==> src/rtl/sld_pkg.sv <==
package sld_pkg;

    localparam int MAX_PAYLOAD = 32;
    localparam int STORE_DEPTH = MAX_PAYLOAD + 6;
    localparam int FILL_W      = $clog2(STORE_DEPTH + 1);
    localparam int IDX_W       = $clog2(STORE_DEPTH);
    localparam int LEN_W       = $clog2(MAX_PAYLOAD + 1);
    localparam int FLEN_W      = 6;
    localparam int HDR_BYTES   = 5;
    localparam int HDR_W       = 3;
    localparam int TDATA_W     = 24;

    localparam logic [7:0] SYNC_BYTE    = 8'h55;
    localparam logic [7:0] SYNC2_BYTE   = 8'h88;
    localparam logic [7:0] TRAILER_BYTE = 8'hAA;

    typedef struct packed {
        logic             shift;
        logic             load;
        logic [IDX_W-1:0] wr_idx;
        logic [7:0]       load_byte;
        logic [IDX_W-1:0] tail_idx;
    } chain_ctrl_t;

    typedef struct packed {
        logic [7:0] b0;
        logic [7:0] b1;
        logic [7:0] b2;
        logic [7:0] b3;
        logic [7:0] b4;
        logic       tail_hit;
    } chain_stat_t;

endpackage

==> src/rtl/sld_cell.sv <==
module sld_cell (
    input  logic       clk,
    input  logic       shift,
    input  logic       load,
    input  logic [7:0] load_byte,
    input  logic [7:0] neighbour_byte,
    input  logic       tail_sel,
    output logic [7:0] cell_byte,
    output logic       tail_hit
);

    logic [7:0] byte_reg;
    logic [7:0] byte_next;

    always_comb
    begin
        byte_next = byte_reg;
        if (load)
        begin
            byte_next = load_byte;
        end
        else if (shift)
        begin
            byte_next = neighbour_byte;
        end
    end

    always_ff @(posedge clk)
    begin
        byte_reg <= byte_next;
    end

    assign cell_byte = byte_reg;
    assign tail_hit  = tail_sel && (byte_reg == sld_pkg::TRAILER_BYTE);

endmodule

==> src/rtl/sld_chain.sv <==
module sld_chain (
    input  logic                clk,
    input  sld_pkg::chain_ctrl_t ctrl,
    output sld_pkg::chain_stat_t stat
);

    logic [7:0] bytes [sld_pkg::STORE_DEPTH];
    logic [sld_pkg::STORE_DEPTH-1:0] hits;

    genvar i;
    generate
        for (i = 0; i < sld_pkg::STORE_DEPTH; i++)
        begin : g_cell
            logic [7:0] nb;
            if (i == sld_pkg::STORE_DEPTH - 1)
            begin : g_end
                assign nb = 8'h00;
            end
            else
            begin : g_mid
                assign nb = bytes[i+1];
            end

            sld_cell u_cell (
                .clk            (clk),
                .shift          (ctrl.shift),
                .load           (ctrl.load && (ctrl.wr_idx == sld_pkg::IDX_W'(i))),
                .load_byte      (ctrl.load_byte),
                .neighbour_byte (nb),
                .tail_sel       (ctrl.tail_idx == sld_pkg::IDX_W'(i)),
                .cell_byte      (bytes[i]),
                .tail_hit       (hits[i])
            );
        end
    endgenerate

    assign stat.b0       = bytes[0];
    assign stat.b1       = bytes[1];
    assign stat.b2       = bytes[2];
    assign stat.b3       = bytes[3];
    assign stat.b4       = bytes[4];
    assign stat.tail_hit = |hits;

endmodule

==> src/rtl/sync_length_frame_deframer.sv <==
// scan: after a byte is accepted the store is rescanned, one store byte dropped per cycle,
// and ready stays low until the scan returns to idle when no frame completes
// a completed frame drops 5 header bytes, emits one beat per payload byte, drops the trailer
// input: one serial byte per scan pass, taken only while the block is idle
// reset: asynchronous active-low, clears fill count, state and output valid; byte cells
// keep undefined contents until written
module sync_length_frame_deframer (
    input  logic        clk,
    input  logic        rst_n,
    input  logic        s_axis_tvalid,
    output logic        s_axis_tready,
    input  logic [7:0]  s_axis_tdata,   // rx_byte
    output logic        m_axis_tvalid,
    input  logic        m_axis_tready,
    output logic [23:0] m_axis_tdata,   // frame_command, frame_length, payload_byte, zero pad
    output logic        m_axis_tlast    // last_of_frame
);

    typedef enum logic [2:0] {
        ST_IDLE,
        ST_SCAN,
        ST_HDR,
        ST_EMIT,
        ST_TRAIL
    } state_t;

    state_t                       state_reg, state_next;
    logic [sld_pkg::FILL_W-1:0]   fill_reg, fill_next;
    logic [sld_pkg::HDR_W-1:0]    hdr_cnt_reg, hdr_cnt_next;
    logic [sld_pkg::LEN_W-1:0]    len_reg, len_next;
    logic [sld_pkg::LEN_W-1:0]    emit_cnt_reg, emit_cnt_next;
    logic [7:0]                   cmd_reg, cmd_next;
    logic [sld_pkg::FLEN_W-1:0]   flen_reg, flen_next;
    logic                         out_valid_reg, out_valid_next;
    logic [7:0]                   out_byte_reg, out_byte_next;
    logic                         out_last_reg, out_last_next;
    logic [7:0]                   out_cmd_reg, out_cmd_next;
    logic [sld_pkg::FLEN_W-1:0]   out_len_reg, out_len_next;

    sld_pkg::chain_ctrl_t ctrl;
    sld_pkg::chain_stat_t stat;

    logic [15:0] hdr_len;
    logic [16:0] hdr_total;
    logic        len_bad;
    logic        s_fire;
    logic        out_free;

    sld_chain u_chain (
        .clk  (clk),
        .ctrl (ctrl),
        .stat (stat)
    );

    assign hdr_len   = {stat.b3, stat.b4};
    assign hdr_total = {1'b0, hdr_len} + 17'd6;
    assign len_bad   = (hdr_len == 16'd0) || (hdr_len > 16'(sld_pkg::MAX_PAYLOAD));
    assign s_fire    = s_axis_tvalid && s_axis_tready;
    assign out_free  = !out_valid_reg || m_axis_tready;

    always_comb
    begin
        state_next     = state_reg;
        fill_next      = fill_reg;
        hdr_cnt_next   = hdr_cnt_reg;
        len_next       = len_reg;
        emit_cnt_next  = emit_cnt_reg;
        cmd_next       = cmd_reg;
        flen_next      = flen_reg;
        out_valid_next = out_valid_reg && !m_axis_tready;
        out_byte_next  = out_byte_reg;
        out_last_next  = out_last_reg;
        out_cmd_next   = out_cmd_reg;
        out_len_next   = out_len_reg;

        ctrl.shift     = 1'b0;
        ctrl.load      = 1'b0;
        ctrl.wr_idx    = fill_reg[sld_pkg::IDX_W-1:0];
        ctrl.load_byte = s_axis_tdata;
        // trailer position only matters once the length has passed its range check
        ctrl.tail_idx  = hdr_total[sld_pkg::IDX_W-1:0] - sld_pkg::IDX_W'(1);

        unique case (state_reg)
            ST_IDLE:
            begin
                if (s_fire)
                begin
                    // a full store ignores the byte
                    if (fill_reg < sld_pkg::FILL_W'(sld_pkg::STORE_DEPTH))
                    begin
                        ctrl.load = 1'b1;
                        fill_next = fill_reg + 1'b1;
                    end
                    state_next = ST_SCAN;
                end
            end
            ST_SCAN:
            begin
                if (fill_reg == '0)
                begin
                    state_next = ST_IDLE;
                end
                else if (stat.b0 != sld_pkg::SYNC_BYTE)
                begin
                    ctrl.shift = 1'b1;
                    fill_next  = fill_reg - 1'b1;
                end
                else if (fill_reg < sld_pkg::FILL_W'(2))
                begin
                    state_next = ST_IDLE;
                end
                else if (stat.b1 != sld_pkg::SYNC2_BYTE)
                begin
                    ctrl.shift = 1'b1;
                    fill_next  = fill_reg - 1'b1;
                end
                else if (fill_reg < sld_pkg::FILL_W'(5))
                begin
                    state_next = ST_IDLE;
                end
                else if (len_bad)
                begin
                    ctrl.shift = 1'b1;
                    fill_next  = fill_reg - 1'b1;
                end
                else if (17'(fill_reg) < hdr_total)
                begin
                    state_next = ST_IDLE;
                end
                else if (!stat.tail_hit)
                begin
                    ctrl.shift = 1'b1;
                    fill_next  = fill_reg - 1'b1;
                end
                else
                begin
                    cmd_next      = stat.b2;
                    len_next      = hdr_len[sld_pkg::LEN_W-1:0];
                    flen_next     = hdr_len[sld_pkg::FLEN_W-1:0];
                    hdr_cnt_next  = '0;
                    emit_cnt_next = '0;
                    state_next    = ST_HDR;
                end
            end
            ST_HDR:
            begin
                ctrl.shift   = 1'b1;
                fill_next    = fill_reg - 1'b1;
                hdr_cnt_next = hdr_cnt_reg + 1'b1;
                if (hdr_cnt_reg == sld_pkg::HDR_W'(sld_pkg::HDR_BYTES - 1))
                begin
                    state_next = ST_EMIT;
                end
            end
            ST_EMIT:
            begin
                if (out_free)
                begin
                    ctrl.shift     = 1'b1;
                    fill_next      = fill_reg - 1'b1;
                    out_valid_next = 1'b1;
                    out_byte_next  = stat.b0;
                    out_cmd_next   = cmd_reg;
                    out_len_next   = flen_reg;
                    out_last_next  = (emit_cnt_reg == sld_pkg::LEN_W'(len_reg - 1'b1));
                    emit_cnt_next  = emit_cnt_reg + 1'b1;
                    if (emit_cnt_reg == sld_pkg::LEN_W'(len_reg - 1'b1))
                    begin
                        state_next = ST_TRAIL;
                    end
                end
            end
            ST_TRAIL:
            begin
                ctrl.shift = 1'b1;
                fill_next  = fill_reg - 1'b1;
                state_next = ST_SCAN;
            end
            default:
            begin
                state_next = ST_IDLE;
            end
        endcase
    end

    always_ff @(posedge clk or negedge rst_n)
    begin
        if (!rst_n)
        begin
            state_reg     <= ST_IDLE;
            fill_reg      <= '0;
            hdr_cnt_reg   <= '0;
            emit_cnt_reg  <= '0;
            out_valid_reg <= 1'b0;
        end
        else
        begin
            state_reg     <= state_next;
            fill_reg      <= fill_next;
            hdr_cnt_reg   <= hdr_cnt_next;
            emit_cnt_reg  <= emit_cnt_next;
            out_valid_reg <= out_valid_next;
        end
    end

    always_ff @(posedge clk)
    begin
        len_reg      <= len_next;
        cmd_reg      <= cmd_next;
        flen_reg     <= flen_next;
        out_byte_reg <= out_byte_next;
        out_last_reg <= out_last_next;
        out_cmd_reg  <= out_cmd_next;
        out_len_reg  <= out_len_next;
    end

    assign s_axis_tready = (state_reg == ST_IDLE);
    assign m_axis_tvalid = out_valid_reg;
    assign m_axis_tdata  = {2'b00, out_byte_reg, out_len_reg, out_cmd_reg};
    assign m_axis_tlast  = out_last_reg;

endmodule

==> config.mk <==
export PLATFORM = sky130hd
export DESIGN_NAME = sync_length_frame_deframer
export DESIGN_NICKNAME = d
export VERILOG_FILES = /design/src/rtl/sld_pkg.sv /design/src/rtl/sld_cell.sv /design/src/rtl/sld_chain.sv /design/src/rtl/sync_length_frame_deframer.sv
export SDC_FILE = /design/constraint.sdc
export NUM_CORES = 1
export LEC_CHECK = 0
export BUFFER_PORTS_ARGS = -buffer_cell sky130_fd_sc_hd__buf_2
export CELL_PAD_IN_SITES_DETAIL_PLACEMENT = 1
export CELL_PAD_IN_SITES_GLOBAL_PLACEMENT = 1
export CORE_AREA = 5 5 192 194
export CTS_BUF_LIST = sky130_fd_sc_hd__clkbuf_4 sky130_fd_sc_hd__clkbuf_8
export DETAILED_ROUTE_END_ITERATION = 8
export DIE_AREA = 0 0 197 199
export PLACE_DENSITY_LB_ADDON = 0.1
export SLEW_MARGIN = 10
export SYNTH_ARGS = -nofsm -noshare
export SYNTH_HDL_FRONTEND = slang
export SYNTH_HIERARCHICAL = 1
export SYNTH_SLANG_ARGS = --single-unit
==> constraint.sdc <==
create_clock -name clk -period 6.5 [get_ports clk]
set_input_delay 0.975 -clock clk [delete_from_list [all_inputs] [get_ports clk]]
set_output_delay 0.975 -clock clk [all_outputs]
set_load 0.02 [all_outputs]
== After elaboration in Yosys (flattened, before gate mapping) ==
Index checks and enable logic that the tools add are counted.

* Output and inout port bits: 27
* Bits in registers: 360
* Word-level logic and storage cells: 479

* Order comparisons: 5
* Mux-type cells: 135
* Reductions and logical operators: 135
* Eq/ne operators: 141
* $add $sub $neg: 7
* Bitwise logic cells: 7

{| class="wikitable"
|+ Operators with widths
! kind !! number
|-
| 2-to-1 mux 8 bit || 76
|-
| == test 8 bit, second input constant || 38
|-
| == test 6 x 5 -> 1 bit, second input constant || 32
|-
| 2-to-1 mux 6 bit || 20
|-
| == test 6 x 4 -> 1 bit, second input constant || 16
|-
| nonzero test 2 bit || 40
|-
| logical AND 1 bit || 78
|-
| == test 6 bit, second input constant || 12
|-
| 2-to-1 mux 3 bit || 20
|-
| == test 6 x 3 -> 1 bit, second input constant || 8
|-
| OR reduction 38 bit || 1
|-
| AND reduction 9 bit || 3
|-
| == test 6 x 2 -> 1 bit, second input constant || 4
|-
| one-hot mux 6 bit (4 select lines) || 1
|-
| inequality test 2 bit, second input constant || 11
|-
| subtractor 6 x 1 -> 6 bit, second input constant || 3
|-
| adder 16 x 3 -> 17 bit, second input constant || 1
|-
| < comparator 6 x 17 -> 1 bit || 1
|-
| greater-than comparator 16 x 6 -> 1 bit, second input constant || 1
|-
| logical NOT 16 bit || 1
|-
| inequality test 5 bit, second input constant || 3
|-
| one-hot mux 3 bit (5 select lines) || 1
|-
| 2-to-1 mux 1 bit || 14
|-
| adder 6 x 1 -> 6 bit, second input constant || 2
|-
| other kinds (28) || 43
|}

== Longest topological paths before layout ==
* Word-level depth: 16
* Depth in mapped cells: 17

== By module ==
Netlist, hierarchy kept.

{| class="wikitable"
|+ By module, submodules not included
! module !! times used !! area each (µm²) !! cells each
|-
| sld_cell || 38 || 404.1 || 21
|-
| sync_length_frame_deframer || 1 || 3,233.1 || 291
|-
| sld_chain || 1 || 635.6 || 136
|}

== Worst setup path before layout ==
No wires, ideal clock.

* Kind: flip-flop to flip-flop
* From: register u_chain.g_cell[4].u_cell.byte_reg[1]
* To: register u_chain.g_cell[0].u_cell.byte_reg[0] (enable)
* Library setup time: 0.311 ns
* Buffers on the path: 0
* Required time: 6.189 ns
* Path slack: 1.865 ns
* Clock period less this slack: 4.635 ns
* Cell stages (with the launch flop): 17
* Arrival: 4.324 ns
* Cell sequence: edfxtp_1 -> inv_1 -> ha_1 -> xor2_1 -> nor3b_1 -> xnor2_1 -> nor2b_1 -> nand3_1 -> nor2_1 -> and4_1 -> nor4_1 -> nand4_1 -> or3_1 -> o31ai_1 -> a32oi_1 -> o22ai_1 -> or2_2

{| class="wikitable"
|+ RTL lines
! item !! RTL line !! text
|-
| from (decl) || sld_cell.sv:12 || <nowiki>logic [7:0] byte_reg;</nowiki>
|-
| from (signal assigned) || sld_cell.sv:30 || <nowiki>byte_reg <= byte_next;</nowiki>
|-
| to (signal assigned) || sld_cell.sv:30 ||
|-
| to (decl) || sld_cell.sv:12 ||
|}

==> metrics.yaml <==
synth-adder-area-share: 0.0121
critPathKind: "reg -> reg"
clock_sinks: 360
grt_max_degree: 39
dieWidth_um: 197
routed_wl_mm: 46.8
antenna_found_initial: 0
dp.cells: 1693
synth_cells: 1225
grt_pass1_wl_mm: 71.1
ctsRootBufferMaster: "clkbuf_8"
p_clk_frac: 0.167
status: "finished, final reports clean"
synth-simple-area-share: 0.128
cts_buffers: 59
drive_gt1_frac: 0.381
post-route-period-util: 0.882
drt_first_pass_iters: 5
cp_data_required_time_ns: 6.83
synth_cell_types: 66
leakage_nw: 7.74
worstPathMaxFanout: 38
fin_skew_ns: 0.0183
grt_pass1_vias: 11700
diodes: 0
syn2layout_area_growth_pct: 8.41
dp_hpwl_mm: 30.6
ir_worst_vdd_uv: 241
final_cells: 1802
r2r_cells: 17
syn_area_um2: 19200
finalWeightedCongestion: 0.828
drc_errors: 0
rsz0062_at_grt: "false"
async_reset_ff_frac: 0.0528
synthTopCellsByArea: "edfxtp_1, mux2_4, dfrtp_1, buf_6, nor4bb_1"
critPathCapture: "u_chain/g_cell[25].u_cell/cell_byte[2]$_DFFE_PP_"
htree_levels: 2
hold_path.class: "in -> async"
num_vias: 10900
p_int_w: 0.00766
antenna_left: 0
cap_violations: 0
seqCellArea_um2: 10700
hold-worst-slack_ns: 0.283
p_per_area_nw_per_um2: 561
insertion_delay_ns: 0.65
ys_seq_elements: 360
n_fill_cell: 3272
start_util: 0.549
drv_slew: 0
relSlewSlack: 0.208
synth-compound-area-share: 0.0210
multi_input_area_um2: 8050
first_iter_violations: 702
critPathArrivalTime_ns: 6.06
largest_reg_flops: 304
io_pins: 39
critical_path.startpoint_type: "flop"
groute.usage.overall: 0.239
clkSlewWorstSetupHoldPaths_ns: 0.06
yosysMostFrequentCell: "edfxtp_1"
synthXorXnorAreaFrac: 0.00911
synth_top_family_by_area: "multiplexers"
dieHeight_um: 199
yosys.area.top_type: "edfxtp_1"
r2r_start: "u_chain/g_cell[4].u_cell/cell_byte[1]$_DFFE_PP_"
worst_slew_pin_slew_ns: 1.19
hold_violations: 0
rows: 69
cts-hold-fix-buffers: 0
switching_share: 0.345
r2r_setup_slack_ns: 0.77
cts_tree: "yes"
dieArea_um2: 39200
fin_nets: 1323
setup_violations: 0
crit_start: "u_chain/g_cell[4].u_cell/cell_byte[1]$_DFFE_PP_"
r2r-end: "u_chain/g_cell[25].u_cell/cell_byte[2]$_DFFE_PP_"
p_switching_w: 0.00404
cts_resized: 0
grt_overflow: 0
vias_per_cell: 6.06
wl_per_cell_um: 26.0
stdcell_area_um2: 20800
max_freq_ghz: 0.174
placed_area_um2: 19700
end_kind: "flop"
pwr-share-seq: 0.465
synthMuxAreaShare: 0.244
io_buffers: 36
synthFlopType: "edfxtp_1"
syn-mean-instance-area_um2: 15.7
ys_top_cells_by_count: "edfxtp_1, mux2_4, nor2_1"
synth_top_area_frac: 0.533
power_frac_comb: 0.368
tns_ns: 0
clockBufferDepth: 3
postCtsSetupRepairBufs: 0
finalCriticalPeriod_ns: 5.73
core_area_um2: 35100
ys_seq_area_frac: 0.557
synth-edff-count: 341
yosysWarningCount: 6
-- worst max-delay path, cell delays in order, from the launching register on --
cell      delay, ns
edfxtp_1       0.55
inv_1          0.12
ha_1           0.25
xor2_1         0.30
nor3b_1        0.28
xnor2_1        0.19
nor2_1         0.13
nand2_1        0.18
nor2_1         0.07
and4_1         0.31
nor4_1         0.81
nand4_1        0.14
or3_1          0.45
o31ai_1        0.37
a32oi_1        0.21
o22ai_4        0.15
buf_4          0.52
or2_2          0.35
-- final cells by class --
cell class | instances | share of cell area
clock inverters | 29 | 0.00858
flip-flops and latches | 360 | 0.514
well taps | 461 | 0.0277
multi-input cells | 807 | 0.386
repair buffers | 52 | 0.0144
inverters | 13 | 0.00234
clock buffers | 80 | 0.0468
-- metal layers --
| metal | track usage | wire length [um] | vias up |
|---|---|---|---|
| li1 | - | - | 4893 |
| met2 | 0.409 | 23000 | 341 |
| met4 | 0.0696 | 1040 | 0 |
| met3 | 0.0390 | 2560 | 83 |
| met1 | 0.317 | 20200 | 5611 |
| met5 | 0 | 0 | - |
-- power by group through the flow --
stage	logic, W	registers (W)	clock network, W
after detailed placement	0.00427	0.00545	0
after floorplan	0.00329	0.00506	0
after CTS	0.00431	0.00544	0.00201
after global placement	0.00415	0.00540	0
final	0.00430	0.00544	0.00195
after global routing	0.00462	0.00556	0.00213
-- worst min-delay path by stage --
stage	endpoint	slack (ns)	cells past startpoint
after global routing	m_axis_tvalid$_DFF_PN0_	0.29	1
after global placement	out_cmd_reg[1]$_DFFE_PP_	0.40	0
after CTS	m_axis_tvalid$_DFF_PN0_	0.25	1
final	m_axis_tvalid$_DFF_PN0_	0.28	1
after detailed placement	out_cmd_reg[3]$_DFFE_PP_	0.41	0
after floorplan	out_cmd_reg[0]$_DFFE_PP_	0.40	0
-- placed cells by master (no fill, tap or decap), types with 15 or more instances in the layout --
cell / synthesis / final
ha_1: 17 / 17
nor2_1: 81 / 80
nor4bb_1: 40 / 40
and4_1: 38 / 38
clkinv_1: 0 / 18
nand3_1: 17 / 17
or2_2: 43 / 43
dfrtp_1: 19 / 19
buf_2: 2 / 36
clkbuf_8: 0 / 60
nor3b_1: 43 / 43
clkbuf_4: 0 / 20
nand2_1: 29 / 29
nor4_1: 18 / 15
buf_4: 2 / 16
nor3_1: 20 / 17
mux2_4: 305 / 305
edfxtp_1: 341 / 341
-- per-stage QoR --
step / setup WS, ns / power, W / util
after global placement: 0.972 / 0.00955 / 0.562
after global routing: 0.470 / 0.0123 / 0.595
after detailed placement: 0.894 / 0.00972 / 0.562
final: 0.766 / 0.0117 / 0.595
after floorplan: 1.87 / 0.00835 / -
after CTS: 0.844 / 0.0117 / 0.595
-- logic make-up after synthesis --
kind of cell    Yosys count
fa+ha+maj                18
compound gates           57
simple gates            387
xor+xnor                 20
other cells               2
mux                     315
buf+inv                  66
flops                   360
No activity file was read; power rests on OpenSTA's default activity.
